[src/sv/iee_pkg.sv]
// package for the infix expression evaluator
// holds word types, operator and status codes and state enums; no dependencies
package iee_pkg;

  typedef struct packed {
    logic [7:0] character;
    logic       last;
  } in_word_t;

  typedef struct packed {
    logic signed [31:0] value;
    logic [1:0]         status;
  } out_word_t;

  // classified token passed from front to back
  typedef enum logic [1:0] {
    TK_DIGIT = 2'd0,
    TK_OPER  = 2'd1,
    TK_SKIP  = 2'd2,
    TK_BAD   = 2'd3
  } tok_kind_t;

  typedef enum logic [1:0] {
    OP_ADD = 2'd0,
    OP_SUB = 2'd1,
    OP_MUL = 2'd2,
    OP_DIV = 2'd3
  } op_code_t;

  typedef enum logic [1:0] {
    ST_OK       = 2'd0,
    ST_DIV_ZERO = 2'd1,
    ST_MALFORM  = 2'd2,
    ST_OVERFLOW = 2'd3
  } status_t;

  typedef struct packed {
    tok_kind_t  kind;
    logic [3:0] digit;
    op_code_t   op;
    logic       last;
  } token_t;

  typedef enum logic [2:0] {
    BK_IDLE,
    BK_TOKEN,
    BK_REDUCE,
    BK_DIVIDE,
    BK_FINISH,
    BK_EMIT
  } back_state_t;

  localparam int OP_DEPTH = 2;

endpackage

[src/sv/infix_expression_evaluator.sv]
// top level of the infix expression evaluator
// depends on iee_pkg, iee_front, iee_back (and iee_divider below it)
//
// Usage: characters of an infix expression arrive as in words (character,
// last) on a valid/stall channel. Digits 0-9, + - * / are evaluated with the
// usual precedence, left to right; spaces and parentheses are skipped.
// On the word marked last, one out word (value, status) is produced.
// The back end takes a word, then processes it: an add, subtract or
// multiply is one reduction, a division runs on the bit-serial divider.
// An operator triggers at most two reductions. A last word then passes a
// check step, drains the remaining operators and reaches an emit step,
// which registers the out word. The back end takes no new word until the
// current one is through it.
// A two-entry queue between front and back keeps taking words while the
// back end reduces. Reset clears counts, queue and output valid.
// A stalled out word holds; the back end waits in its emit step.
module infix_expression_evaluator #(
  parameter int VALUE_STACK_DEPTH = 4,
  parameter int VALUE_WIDTH = 32
) (
  input  logic               clk,
  input  logic               rst_n,
  input  logic               in_valid,
  output logic               in_stall,
  input  iee_pkg::in_word_t  in_data,
  output logic               out_valid,
  input  logic               out_stall,
  output iee_pkg::out_word_t out_data
);
  import iee_pkg::*;

  token_t tok_data;
  logic   tok_valid, tok_pop;

  iee_front u_front (
    .clk(clk), .rst_n(rst_n), .in_valid(in_valid), .in_stall(in_stall),
    .in_data(in_data), .tok_valid(tok_valid), .tok_pop(tok_pop), .tok_data(tok_data)
  );

  iee_back #(.VALUE_STACK_DEPTH(VALUE_STACK_DEPTH), .VALUE_WIDTH(VALUE_WIDTH)) u_back (
    .clk(clk), .rst_n(rst_n), .tok_valid(tok_valid), .tok_pop(tok_pop),
    .tok_data(tok_data), .out_valid(out_valid), .out_stall(out_stall), .out_data(out_data)
  );

endmodule

[src/sv/iee_front.sv]
// front end: accepts characters, classifies them, feeds a two-entry token queue
// depends on iee_pkg
module iee_front (
  input  logic              clk,
  input  logic              rst_n,
  input  logic              in_valid,
  output logic              in_stall,
  input  iee_pkg::in_word_t in_data,
  output logic              tok_valid,
  input  logic              tok_pop,
  output iee_pkg::token_t   tok_data
);
  import iee_pkg::*;

  token_t     q_r [2];
  logic       rd_r, rd_nxt, wr_r, wr_nxt;
  logic [1:0] cnt_r, cnt_nxt;
  token_t     cls;
  logic       push;

  // character classification
  always_comb begin
    cls = '0;
    cls.last = in_data.last;
    cls.digit = in_data.character[3:0];
    cls.kind = TK_BAD;
    cls.op = OP_ADD;
    case (in_data.character)
      8'h20, 8'h28, 8'h29: cls.kind = TK_SKIP;
      8'h2B: begin cls.kind = TK_OPER; cls.op = OP_ADD; end
      8'h2D: begin cls.kind = TK_OPER; cls.op = OP_SUB; end
      8'h2A: begin cls.kind = TK_OPER; cls.op = OP_MUL; end
      8'h2F: begin cls.kind = TK_OPER; cls.op = OP_DIV; end
      default: begin
        if (in_data.character >= 8'h30 && in_data.character <= 8'h39) cls.kind = TK_DIGIT;
      end
    endcase
  end

  assign in_stall  = (cnt_r == 2'd2);
  assign push      = in_valid && !in_stall;
  assign tok_valid = (cnt_r != 2'd0);
  assign tok_data  = q_r[rd_r];

  // queue pointers
  always_comb begin
    rd_nxt  = rd_r ^ tok_pop;
    wr_nxt  = wr_r ^ push;
    cnt_nxt = cnt_r + {1'b0, push} - {1'b0, tok_pop};
  end

  always_ff @(posedge clk) begin
    if (!rst_n) begin
      rd_r <= 1'b0; wr_r <= 1'b0; cnt_r <= 2'd0;
    end else begin
      rd_r <= rd_nxt; wr_r <= wr_nxt; cnt_r <= cnt_nxt;
    end
  end

  // queue storage
  always_ff @(posedge clk) begin
    if (push) q_r[wr_r] <= cls;
  end

endmodule

[src/sv/iee_divider.sv]
// iterative restoring divider on magnitudes, one quotient bit per cycle
// depends on nothing but its parameter
module iee_divider #(
  parameter int W = 32
) (
  input  logic         clk,
  input  logic         rst_n,
  input  logic         start,
  input  logic [W-1:0] dividend,
  input  logic [W-1:0] divisor,
  output logic         done,
  output logic [W-1:0] quotient
);
  localparam int CW = $clog2(W + 1);

  logic [W-1:0]  q_r, q_nxt, d_r;
  logic [W:0]    rem_r, rem_nxt, trial;
  logic [CW-1:0] cnt_r, cnt_nxt;
  logic          busy_r, busy_nxt;

  assign trial    = {rem_r[W-1:0], q_r[W-1]} - {1'b0, d_r};
  assign done     = busy_r && (cnt_r == CW'(1));
  assign quotient = q_nxt;

  // one shift-subtract step
  always_comb begin
    q_nxt = {q_r[W-2:0], ~trial[W]};
    rem_nxt = trial[W] ? {rem_r[W-1:0], q_r[W-1]} : trial;
    cnt_nxt = cnt_r - CW'(1);
    busy_nxt = busy_r && (cnt_r != CW'(1));
  end

  always_ff @(posedge clk) begin
    if (!rst_n) begin
      busy_r <= 1'b0;
    end else if (start) begin
      busy_r <= 1'b1;
    end else begin
      busy_r <= busy_nxt;
    end
  end

  always_ff @(posedge clk) begin
    if (start) begin
      q_r <= dividend; d_r <= divisor; rem_r <= '0; cnt_r <= CW'(W);
    end else if (busy_r) begin
      q_r <= q_nxt; rem_r <= rem_nxt; cnt_r <= cnt_nxt;
    end
  end

endmodule

[src/sv/iee_back.sv]
// back end: operator and value stacks, reductions, result register
// depends on iee_pkg and iee_divider
module iee_back #(
  parameter int VALUE_STACK_DEPTH = 4,
  parameter int VALUE_WIDTH = 32
) (
  input  logic               clk,
  input  logic               rst_n,
  input  logic               tok_valid,
  output logic               tok_pop,
  input  iee_pkg::token_t    tok_data,
  output logic               out_valid,
  input  logic               out_stall,
  output iee_pkg::out_word_t out_data
);
  import iee_pkg::*;

  localparam int CW = $clog2(VALUE_STACK_DEPTH + 1);
  localparam int IW = $clog2(VALUE_STACK_DEPTH);
  localparam int W  = VALUE_WIDTH;

  logic [W-1:0]  vs_r [VALUE_STACK_DEPTH];
  op_code_t      os_r [OP_DEPTH];
  logic [CW-1:0] vc_r, vc_nxt;
  logic [1:0]    oc_r, oc_nxt;
  status_t       err_r, err_nxt;
  back_state_t   st_r, st_nxt;
  token_t        tk_r;
  logic          tk_load;
  logic          ov_r, ov_nxt;
  out_word_t     od_r, od_nxt;

  // operands a and b latched for the reduction
  logic [W-1:0]  a_r, b_r, res_nxt, mul_res;
  logic [W-1:0]  amag, bmag, quo;
  logic          neg_r, div_start, div_done;
  op_code_t      rop;
  logic          top_prec;
  logic          vs_we, os_we;
  logic [IW-1:0] vs_wa;
  logic [W-1:0]  vs_wd;
  logic [63:0]   ext;

  assign amag = a_r[W-1] ? W'(-a_r) : a_r;
  assign bmag = b_r[W-1] ? W'(-b_r) : b_r;
  // top of the operator stack sits at count minus one
  assign rop  = os_r[~oc_r[0]];
  assign top_prec = rop[1];
  assign mul_res = W'(a_r * b_r);
  assign ext = 64'($signed(vs_r[0]));

  iee_divider #(.W(W)) u_div (
    .clk(clk), .rst_n(rst_n), .start(div_start),
    .dividend(amag), .divisor(bmag), .done(div_done), .quotient(quo)
  );

  assign out_valid = ov_r;
  assign out_data  = od_r;

  always_ff @(posedge clk) begin
    if (!rst_n) begin
      st_r <= BK_IDLE; vc_r <= '0; oc_r <= '0; err_r <= ST_OK; ov_r <= 1'b0;
    end else begin
      st_r <= st_nxt; vc_r <= vc_nxt; oc_r <= oc_nxt; err_r <= err_nxt; ov_r <= ov_nxt;
    end
  end

  // next state, stack control and result formation
  always_comb begin
    st_nxt = st_r; vc_nxt = vc_r; oc_nxt = oc_r; err_nxt = err_r;
    ov_nxt = ov_r && out_stall; od_nxt = od_r;
    tok_pop = 1'b0; tk_load = 1'b0; div_start = 1'b0;
    vs_we = 1'b0; vs_wa = '0; vs_wd = '0; os_we = 1'b0;
    res_nxt = '0;
    unique case (st_r)
      BK_IDLE: begin
        if (tok_valid) begin
          tok_pop = 1'b1; tk_load = 1'b1; st_nxt = BK_TOKEN;
        end
      end
      BK_TOKEN: begin
        st_nxt = tk_r.last ? BK_FINISH : BK_IDLE;
        if (err_r == ST_OK) begin
          case (tk_r.kind)
            TK_SKIP: ;
            TK_DIGIT: begin
              if (vc_r != CW'(oc_r)) err_nxt = ST_MALFORM;
              else if (vc_r >= CW'(VALUE_STACK_DEPTH)) err_nxt = ST_OVERFLOW;
              else begin
                vs_we = 1'b1; vs_wa = vc_r[IW-1:0]; vs_wd = W'(tk_r.digit);
                vc_nxt = vc_r + CW'(1);
              end
            end
            TK_OPER: begin
              if (vc_r == CW'(oc_r)) err_nxt = ST_MALFORM;
              else if (oc_r != 2'd0 && top_prec >= tk_r.op[1]) begin
                st_nxt = BK_REDUCE;
              end else if (oc_r >= 2'(OP_DEPTH)) err_nxt = ST_OVERFLOW;
              else begin
                os_we = 1'b1; oc_nxt = oc_r + 2'd1;
              end
            end
            default: err_nxt = ST_MALFORM;
          endcase
        end
      end
      BK_REDUCE: begin
        // a_r/b_r were latched when entering; combine top two values
        if (vc_r < CW'(2) || oc_r == 2'd0) begin
          err_nxt = ST_MALFORM;
          st_nxt = tk_r.last ? BK_FINISH : BK_IDLE;
        end else if (rop == OP_DIV) begin
          if (b_r == '0) begin
            err_nxt = ST_DIV_ZERO;
            st_nxt = tk_r.last ? BK_FINISH : BK_IDLE;
          end else begin
            div_start = 1'b1; st_nxt = BK_DIVIDE;
          end
        end else begin
          case (rop)
            OP_ADD:  res_nxt = a_r + b_r;
            OP_SUB:  res_nxt = a_r - b_r;
            default: res_nxt = mul_res;
          endcase
          vs_we = 1'b1; vs_wa = IW'(vc_r - CW'(2)); vs_wd = res_nxt;
          vc_nxt = vc_r - CW'(1); oc_nxt = oc_r - 2'd1;
          st_nxt = BK_TOKEN;
        end
      end
      BK_DIVIDE: begin
        if (div_done) begin
          vs_we = 1'b1; vs_wa = IW'(vc_r - CW'(2));
          vs_wd = neg_r ? W'(-quo) : quo;
          vc_nxt = vc_r - CW'(1); oc_nxt = oc_r - 2'd1;
          st_nxt = BK_TOKEN;
        end
      end
      BK_FINISH: begin
        // check shape, drain remaining operators, then check that one value is left
        if (err_r != ST_OK) st_nxt = BK_EMIT;
        else if (vc_r == CW'(oc_r)) begin
          err_nxt = ST_MALFORM; st_nxt = BK_EMIT;
        end else if (oc_r != 2'd0) st_nxt = BK_REDUCE;
        else begin
          if (vc_r != CW'(1)) err_nxt = ST_MALFORM;
          st_nxt = BK_EMIT;
        end
      end
      BK_EMIT: begin
        if (!ov_r || !out_stall) begin
          ov_nxt = 1'b1;
          od_nxt.status = err_r;
          od_nxt.value = (err_r == ST_OK) ? ext[31:0] : '0;
          vc_nxt = '0; oc_nxt = '0; err_nxt = ST_OK;
          st_nxt = BK_IDLE;
        end
      end
      default: st_nxt = BK_IDLE;
    endcase
  end

  // reduction after an operator returns to BK_TOKEN to retry; the last token
  // going to BK_FINISH must not redo the token, so mark it as a skip
  always_ff @(posedge clk) begin
    if (tk_load) tk_r <= tok_data;
    else if (st_r == BK_TOKEN && st_nxt == BK_FINISH) tk_r.kind <= TK_SKIP;
    else if (st_r == BK_FINISH && st_nxt == BK_REDUCE) tk_r.kind <= TK_SKIP;
    if (os_we) os_r[oc_r[0]] <= tk_r.op;
    if (vs_we) vs_r[vs_wa] <= vs_wd;
    od_r <= od_nxt;
    if (st_nxt == BK_REDUCE) begin
      a_r <= vs_r[IW'(vc_r - CW'(2))];
      b_r <= vs_r[IW'(vc_r - CW'(1))];
    end
    if (div_start) neg_r <= a_r[W-1] ^ b_r[W-1];
  end

endmodule

[config.mk]
export PLATFORM = sky130hd
export DESIGN_NAME = infix_expression_evaluator
export DESIGN_NICKNAME = d
export VERILOG_FILES = /design/src/sv/iee_pkg.sv /design/src/sv/infix_expression_evaluator.sv /design/src/sv/iee_front.sv /design/src/sv/iee_divider.sv /design/src/sv/iee_back.sv
export SDC_FILE = /design/constraint.sdc
export NUM_CORES = 2
export LEC_CHECK = 0
export BUFFER_PORTS_ARGS = -buffer_cell sky130_fd_sc_hd__buf_2
export CAP_MARGIN = 0
export CORE_MARGIN = 4
export CORE_UTILIZATION = 60
export CTS_BUF_LIST = sky130_fd_sc_hd__clkbuf_4 sky130_fd_sc_hd__clkbuf_8
export DETAILED_ROUTE_END_ITERATION = 8
export PLACE_DENSITY = 0.79
export SETUP_SLACK_MARGIN = 0.5
export SYNTH_ARGS = -nofsm -noshare
export SYNTH_HDL_FRONTEND = slang
export SYNTH_SLANG_ARGS = --single-unit
[constraint.sdc]
create_clock -name clk -period 6.9 [get_ports clk]
set_input_delay 1.38 -clock clk [delete_from_list [all_inputs] [get_ports clk]]
set_output_delay 1.38 -clock clk [all_outputs]
set_load 0.05 [all_outputs]
# Word-level counts from Yosys, hierarchy flattened
# Memory sizes are Yosys's and may differ from the RTL's. A register that Yosys moved wholly into a read port is not among the register bits.
# Cells that the tools add are included.
dict set report totals {
  register_bits 130
  ram_bits 150
  output_inout_bits 36
  wordCells 235
  n_memories 3
}
dict set report op_classes {
  addsub 14
  multipliers 1
  order_cmp 6
  eq_ne 45
  mux 108
  bitwise_logic 5
  reduce_logical 33
}
# memory depth width rd rd_ports_with_merged_regs wr line
set memory_table {}
lappend memory_table {u_back.vs_r 4 32 3 3 1 iee_back.sv:22} ;# logic [W-1:0] vs_r [VALUE_STACK_DEPTH];
lappend memory_table {u_front.q_r 2 9 1 1 1 iee_front.sv:15} ;# token_t q_r [2];
lappend memory_table {u_back.os_r 2 2 1 0 1 iee_back.sv:23} ;# op_code_t os_r [OP_DEPTH];
# operator n
set ops {}
lappend ops {{$mux W32} 11}
lappend ops {{$neg A32 Y32} 3}
lappend ops {{$pmux W32 S3} 1}
lappend ops {{$mux W2} 33}
lappend ops {{$mux W3} 22}
lappend ops {{$pmux W32 S2} 1}
lappend ops {{$eq A8 B6 Y1 const B} 7}
lappend ops {{$sub A33 B32 Y33} 1}
lappend ops {{$add A32 B32 Y32} 1}
lappend ops {{$logic_not A32 Y1} 1}
lappend ops {{$mul A32 B32 Y32} 1}
lappend ops {{$sub A32 B32 Y32} 1}
lappend ops {{$mux W31} 1}
lappend ops {{$mux W1} 29}
lappend ops {{$ne A2 B2 Y1 const B} 11}
lappend ops {{$pmux W2 S3} 3}
lappend ops {{$pmux W3 S6} 1}
lappend ops {{$pmux W2 S4} 2}
lappend ops {{$ne A3 B1 Y1 const B} 4}
lappend ops {{$pmux W3 S4} 1}
lappend ops {{$reduce_and A12 Y1} 1}
lappend ops {{$reduce_and A10 Y1} 1}
lappend ops {{$eq A3 B2 Y1 const B} 3}
lappend ops {{$eq A3 B3 Y1 const B} 3}
lappend ops {{other kinds (42)} 69}

# Logic depth before layout (Yosys ltp)
# An unclocked memory read counts as a cell.
dict set report logic_depth {
  depth_word 14
  ltp_mapped 29
  depth_no_buf 26
}

# Modules after synthesis
# Synthesis repeated with hierarchy kept, for this count alone.
dict set report hier_totals {
  cells_unflattened 3649
  hier_area_um2 37455.9
}
# module instances cells_each area_per_inst_um2 seq_area_each_um2
set modules_own_cells {}
lappend modules_own_cells {iee_back 1 2954 30234.0 7427.1}
lappend modules_own_cells {iee_divider 1 627 6241.0 2702.6}
lappend modules_own_cells {iee_front 1 68 980.9 640.6}

# Worst setup path before layout
# Ideal clock, no wire load.
dict set report synth_timing {
  path_type {register to register}
  from {register u_back.b_r[6], read port of u_back.vs_r}
  to {memory u_back.vs_r[0][31] (data pin)}
  setup_time_ps 285
  arrival_time_ps 7176
  slack_ps -561
  path_stages_with_launch 28
  n_path_buf 3
  synth_period_minus_slack_ps 7461
  path_cell_list {edfxtp_1 > clkbuf_1 > clkbuf_1 > and2_1 > fa_1 > fa_1 > fa_1 > inv_1 > fa_1 > inv_1 > fa_1 > inv_1 > fa_1 > inv_1 > fa_1 > fa_1 > ha_1 > clkbuf_1 > a21o_1 > a21oi_1 > a21oi_1 > nor2b_1 > a21oi_1 > o311a_1 > a2111oi_0 > xnor2_1 > nand2_1 > o211ai_1}
}
dict set report synth_between {
  elab_chain_len 5
}
# item line
set synth_lines {}
lappend synth_lines {{start, declared} iee_back.sv:34} ;# logic [W-1:0] a_r, b_r, res_nxt, mul_res;
lappend synth_lines {{$mul A32 B32 Y32 (tied with other cells)} iee_back.sv:49} ;# assign mul_res = W'(a_r * b_r);
lappend synth_lines {{$pmux W32 S2 (*)} iee_back.sv:120} ;# case (rop)
lappend synth_lines {{$mux W32 (*)} iee_back.sv:112} ;# end else if (rop == OP_DIV) begin
lappend synth_lines {{$mux W32 (*)} iee_back.sv:109} ;# if (vc_r < CW'(2) || oc_r == 2'd0) begin
lappend synth_lines {{$pmux W32 S3 (*)} iee_back.sv:75} ;# unique case (st_r)
lappend synth_lines {{via u_back.vs_wd[31]} iee_back.sv:41} ;# logic [W-1:0] vs_wd;
lappend synth_lines {{end, declared} iee_back.sv:22}
# Mark *: on every way through the listed nets, which the timed path passes. The rest lies on a longest branch.

# Final worst setup path
dict set report layout_timing {
  from {register u_back.b_r[2], read port of u_back.vs_r}
  to {memory u_back.vs_r[0][31] (data pin)}
}
# The elaborated chain is that of the path after synthesis.

==> results.sh <==
export IMPL_core_um2=60600
export IMPL_worst_slew_pin_slew_ps=1150
export IMPL_grt_pass1_wl_mm=169
export IMPL_reg2reg_depth=25
export IMPL_synth_simple_area_share_pct=14.7
export IMPL_ant_nets=0
export IMPL_path_depth=25
export IMPL_max_slew_margin_rel_pct=22.8
export IMPL_htree_levels=2
export IMPL_hold_path_class="flop to flop"
export IMPL_cts_root_buf="clkbuf_8"
export IMPL_overflow=0
export IMPL_postCtsHoldBufs=0
export IMPL_yosysSeqAreaShare_pct=29.3
export IMPL_syn_nets=4218
export IMPL_dp_final_hpwl_mm=83.0
export IMPL_power_per_cell_area_nw_per_um2=249
export IMPL_syn_area_um2=36800
export IMPL_initial_core_util_pct=60.8
export IMPL_syn_area_per_cell_um2=10.2
export IMPL_nets=4431
export IMPL_antenna_found_initial=7
export IMPL_fmax_ghz=0.135
export IMPL_cts_buffer_depth=3
export IMPL_drc=0
export IMPL_portBuffers=48
export IMPL_grt_pass1_vias=29108
export IMPL_setup_ws_ps=-518
export IMPL_fp_dieH_um=256
export IMPL_cts_tree="done"
export IMPL_ios=49
export IMPL_final_core_util_pct=70.0
export IMPL_vias=28677
export IMPL_ys_warn_count=0
export IMPL_viasPerCell=6.18
export IMPL_synth_main_ff_cell="edfxtp_1"
export IMPL_worstPathRequired_ps=7320
export IMPL_area_growth_pct=15.2
export IMPL_synth_edf_count=322
export IMPL_grt_max_degree=77
export IMPL_synthAdderAreaFrac_pct=29.1
export IMPL_syn_inst=3595
export IMPL_first_pass_iters=8
export IMPL_seq_area_um2=10800
export IMPL_critPathLaunchType="flop"
export IMPL_cts_sinks=377
export IMPL_ys_types=72
export IMPL_cts_clk_slew_worst_paths_ps=80
export IMPL_fillers=4192
export IMPL_slowest_delay_ps=590
export IMPL_synth_top_family_by_area="adder cells"
export IMPL_path_common_cell="fa_1"
export IMPL_drv_cap=0
export IMPL_finalHoldViolCount=0
export IMPL_placed_cell_area_um2=39700
export IMPL_cts_made_buffers=60
export IMPL_die_width_um=256
export IMPL_end_kind="flop"
export IMPL_place_congestion=1.03
export IMPL_clock_skew_ps=59.0
export IMPL_wl_mm=110
export IMPL_slew_violations=0
export IMPL_p_leak_nw=18.1
export IMPL_yosys_area_share_xor_xnor_pct=5.99
export IMPL_synth_compound_area_share_pct=9.04
export IMPL_status="finished with violations"
export IMPL_worstSetupPathType="flop to flop"
export IMPL_grt_usage_pct=33.2
export IMPL_num_rows=90
export IMPL_multi_input_area_um2=24500
export IMPL_finalCriticalPeriod_ps=7420
export IMPL_setup_violations=72
export IMPL_crit_buf_inv=5
export IMPL_muxShareOfSynthArea_pct=5.10
export IMPL_holdPathStages=0
export IMPL_final_layout_size_suffix_gt1_share_pct=18.2
export IMPL_critical_path_arrival_ps=7840
export IMPL_rsz0062_at_grt="true"
export IMPL_period_share_pct=108
export IMPL_path_delay_family="adder cells"
export IMPL_power_total_w=0.0106
export IMPL_async_reset_ff_share_pct=0
export IMPL_cp_slowest_cell="fa_1"
export IMPL_drtIter0Drc=3175
export IMPL_avgRoutedWirePerCell_um=23.7
export IMPL_worst_path_max_fanout=6
export IMPL_violations="negative setup slack"
export IMPL_dieArea_um2=65400
export IMPL_clock_latency_ps=720
export IMPL_synth_seq_cells=377
export IMPL_final_cell_area_um2=42400
export IMPL_peakVddDrop_v=0.000316
final timing paths:
check,from,slack (ps),to
setup / recovery,u_back.b_r[2]$_DFFE_PN_,-520,u_back.vs_r[0][31]$_DFFE_PP_
hold / removal,u_back.tk_r[1]$_DFFE_PP_,470,u_back.os_r[0][0]$_DFFE_PP_
setup reg to reg,u_back.b_r[2]$_DFFE_PN_,-520,u_back.vs_r[0][31]$_DFFE_PP_
hold reg to reg,u_back.tk_r[1]$_DFFE_PP_,470,u_back.os_r[0][0]$_DFFE_PP_
metrics by stage:
step           instances  setup TNS (ps)  hold slack (ps)  worst slack, ps
2_1_floorplan       3595            -888              421             -198
3_3_place_gp        4496          -12670              451             -346
3_5_place_dp        4496          -17290              447             -389
4_1_cts             4633          -13500              479             -405
5_1_grt             4642          -30920              506             -676
6_report            4644          -20570              470             -518
cells in the final DEF (no fill, tap or decap), drive strengths merged, types with 38 or more instances in the layout:
master  Yosys  final
edfxtp    322    322
ha        200    200
fa        410    410
clkbuf    188     85
mux4       64     64
o21ai     134    134
a211oi     38     38
and2      346    346
buf        18    356
a21o       45     45
nor2      138    138
dfxtp      55     55
nand2     387    387
a21oi      91     91
xor2      108    108
xnor2     144    144
inv       457    459
cells in the mapped netlist, drive strengths merged, types with 5 or more instances:
master     n  area share, %
nand2    387            3.9
a21oi     91            1.2
a22oi      7           0.14
nor3      37           0.50
inv      457            4.7
clkbuf   188            1.9
o211ai    18           0.37
o41ai     14           0.33
nor2b     17           0.29
nand2b    26           0.44
nor4      12           0.20
a21boi     6           0.12
xor2     108            2.6
nor2     138            1.4
mux2i     30           0.82
a211oi    38           0.77
buf       18           0.20
o21ai    134            1.8
nand4      8           0.14
nand3     27           0.37
and2     346            5.9
xnor2    144            3.4
fa       410             22
o21a      25           0.51
mux2      12           0.37
edfxtp   322             26
o31ai     33           0.71
o221ai     6           0.14
a31oi     15           0.25
and3      15           0.25
a21o      45           0.92
or4       16           0.33
mux4      64            3.9
or3       27           0.50
and4       5           0.12
dfxtp     55            3.0
or2        5          0.085
ha       200            6.8
o22ai     17           0.29
a2111oi    7           0.17
o21bai    13           0.27
cell type report:
class	count	area share (%)
inverter	457	4.05
antenna	2	0.0118
timing repair buffer	357	6.92
sequential	377	25.4
multi-input combinational	2555	57.8
clock inverter	30	0.962
clock buffer	84	2.56
tap	782	2.31
sequential cells by signal (all words and copies together) (netlist names), 18 cells and up, named ones only:
name	cells
u_back.out_data	34
u_back.u_div.q_r	32
u_back.b_r	32
u_back.a_r	32
u_back.u_div.rem_r	32
u_back.u_div.d_r	32
u_back.vs_r	128
u_front.q_r	18
report_power, final:
part	internal [W]	total (W)	switching, W	leakage [nW]
combinational	0.00242	0.00544	0.00302	13.9
clock	0.00137	0.00237	0.000994	0.781
sequential	0.00266	0.00277	0.000107	3.38
total	0.00646	0.0106	0.00412	18.1
cell families (layout without fill, tap and decap cells):
group | Yosys count | count (layout)
DFF | 377 | 377
buffers and inverters | 663 | 928
adders and majority gates | 610 | 610
other | 0 | 2
AOI/OAI and AO/OA | 508 | 508
muxes | 106 | 106
and+or+nand+nor | 1079 | 1079
xor gates and xnor gates | 252 | 252
layer usage:
layer  global-route usage (%)  share of wire [%]  wire length (um)  vias up
li1                         -                  -                 -    12386
met2                     51.9                 45             50100     1769
met4                     12.6                4.8              5290        6
met1                     45.5                 38             41600    14172
met3                     7.96                 12             13100      344
met5                        0              0.041                45        -
what timing repair did:
action	in CTS	in global routing
cloned	0	1
resized for setup	126	61
setup endpoints to repair	88	88
pin swaps	66	34
setup buffers	23	8
(Power assumes the default switching activity.)
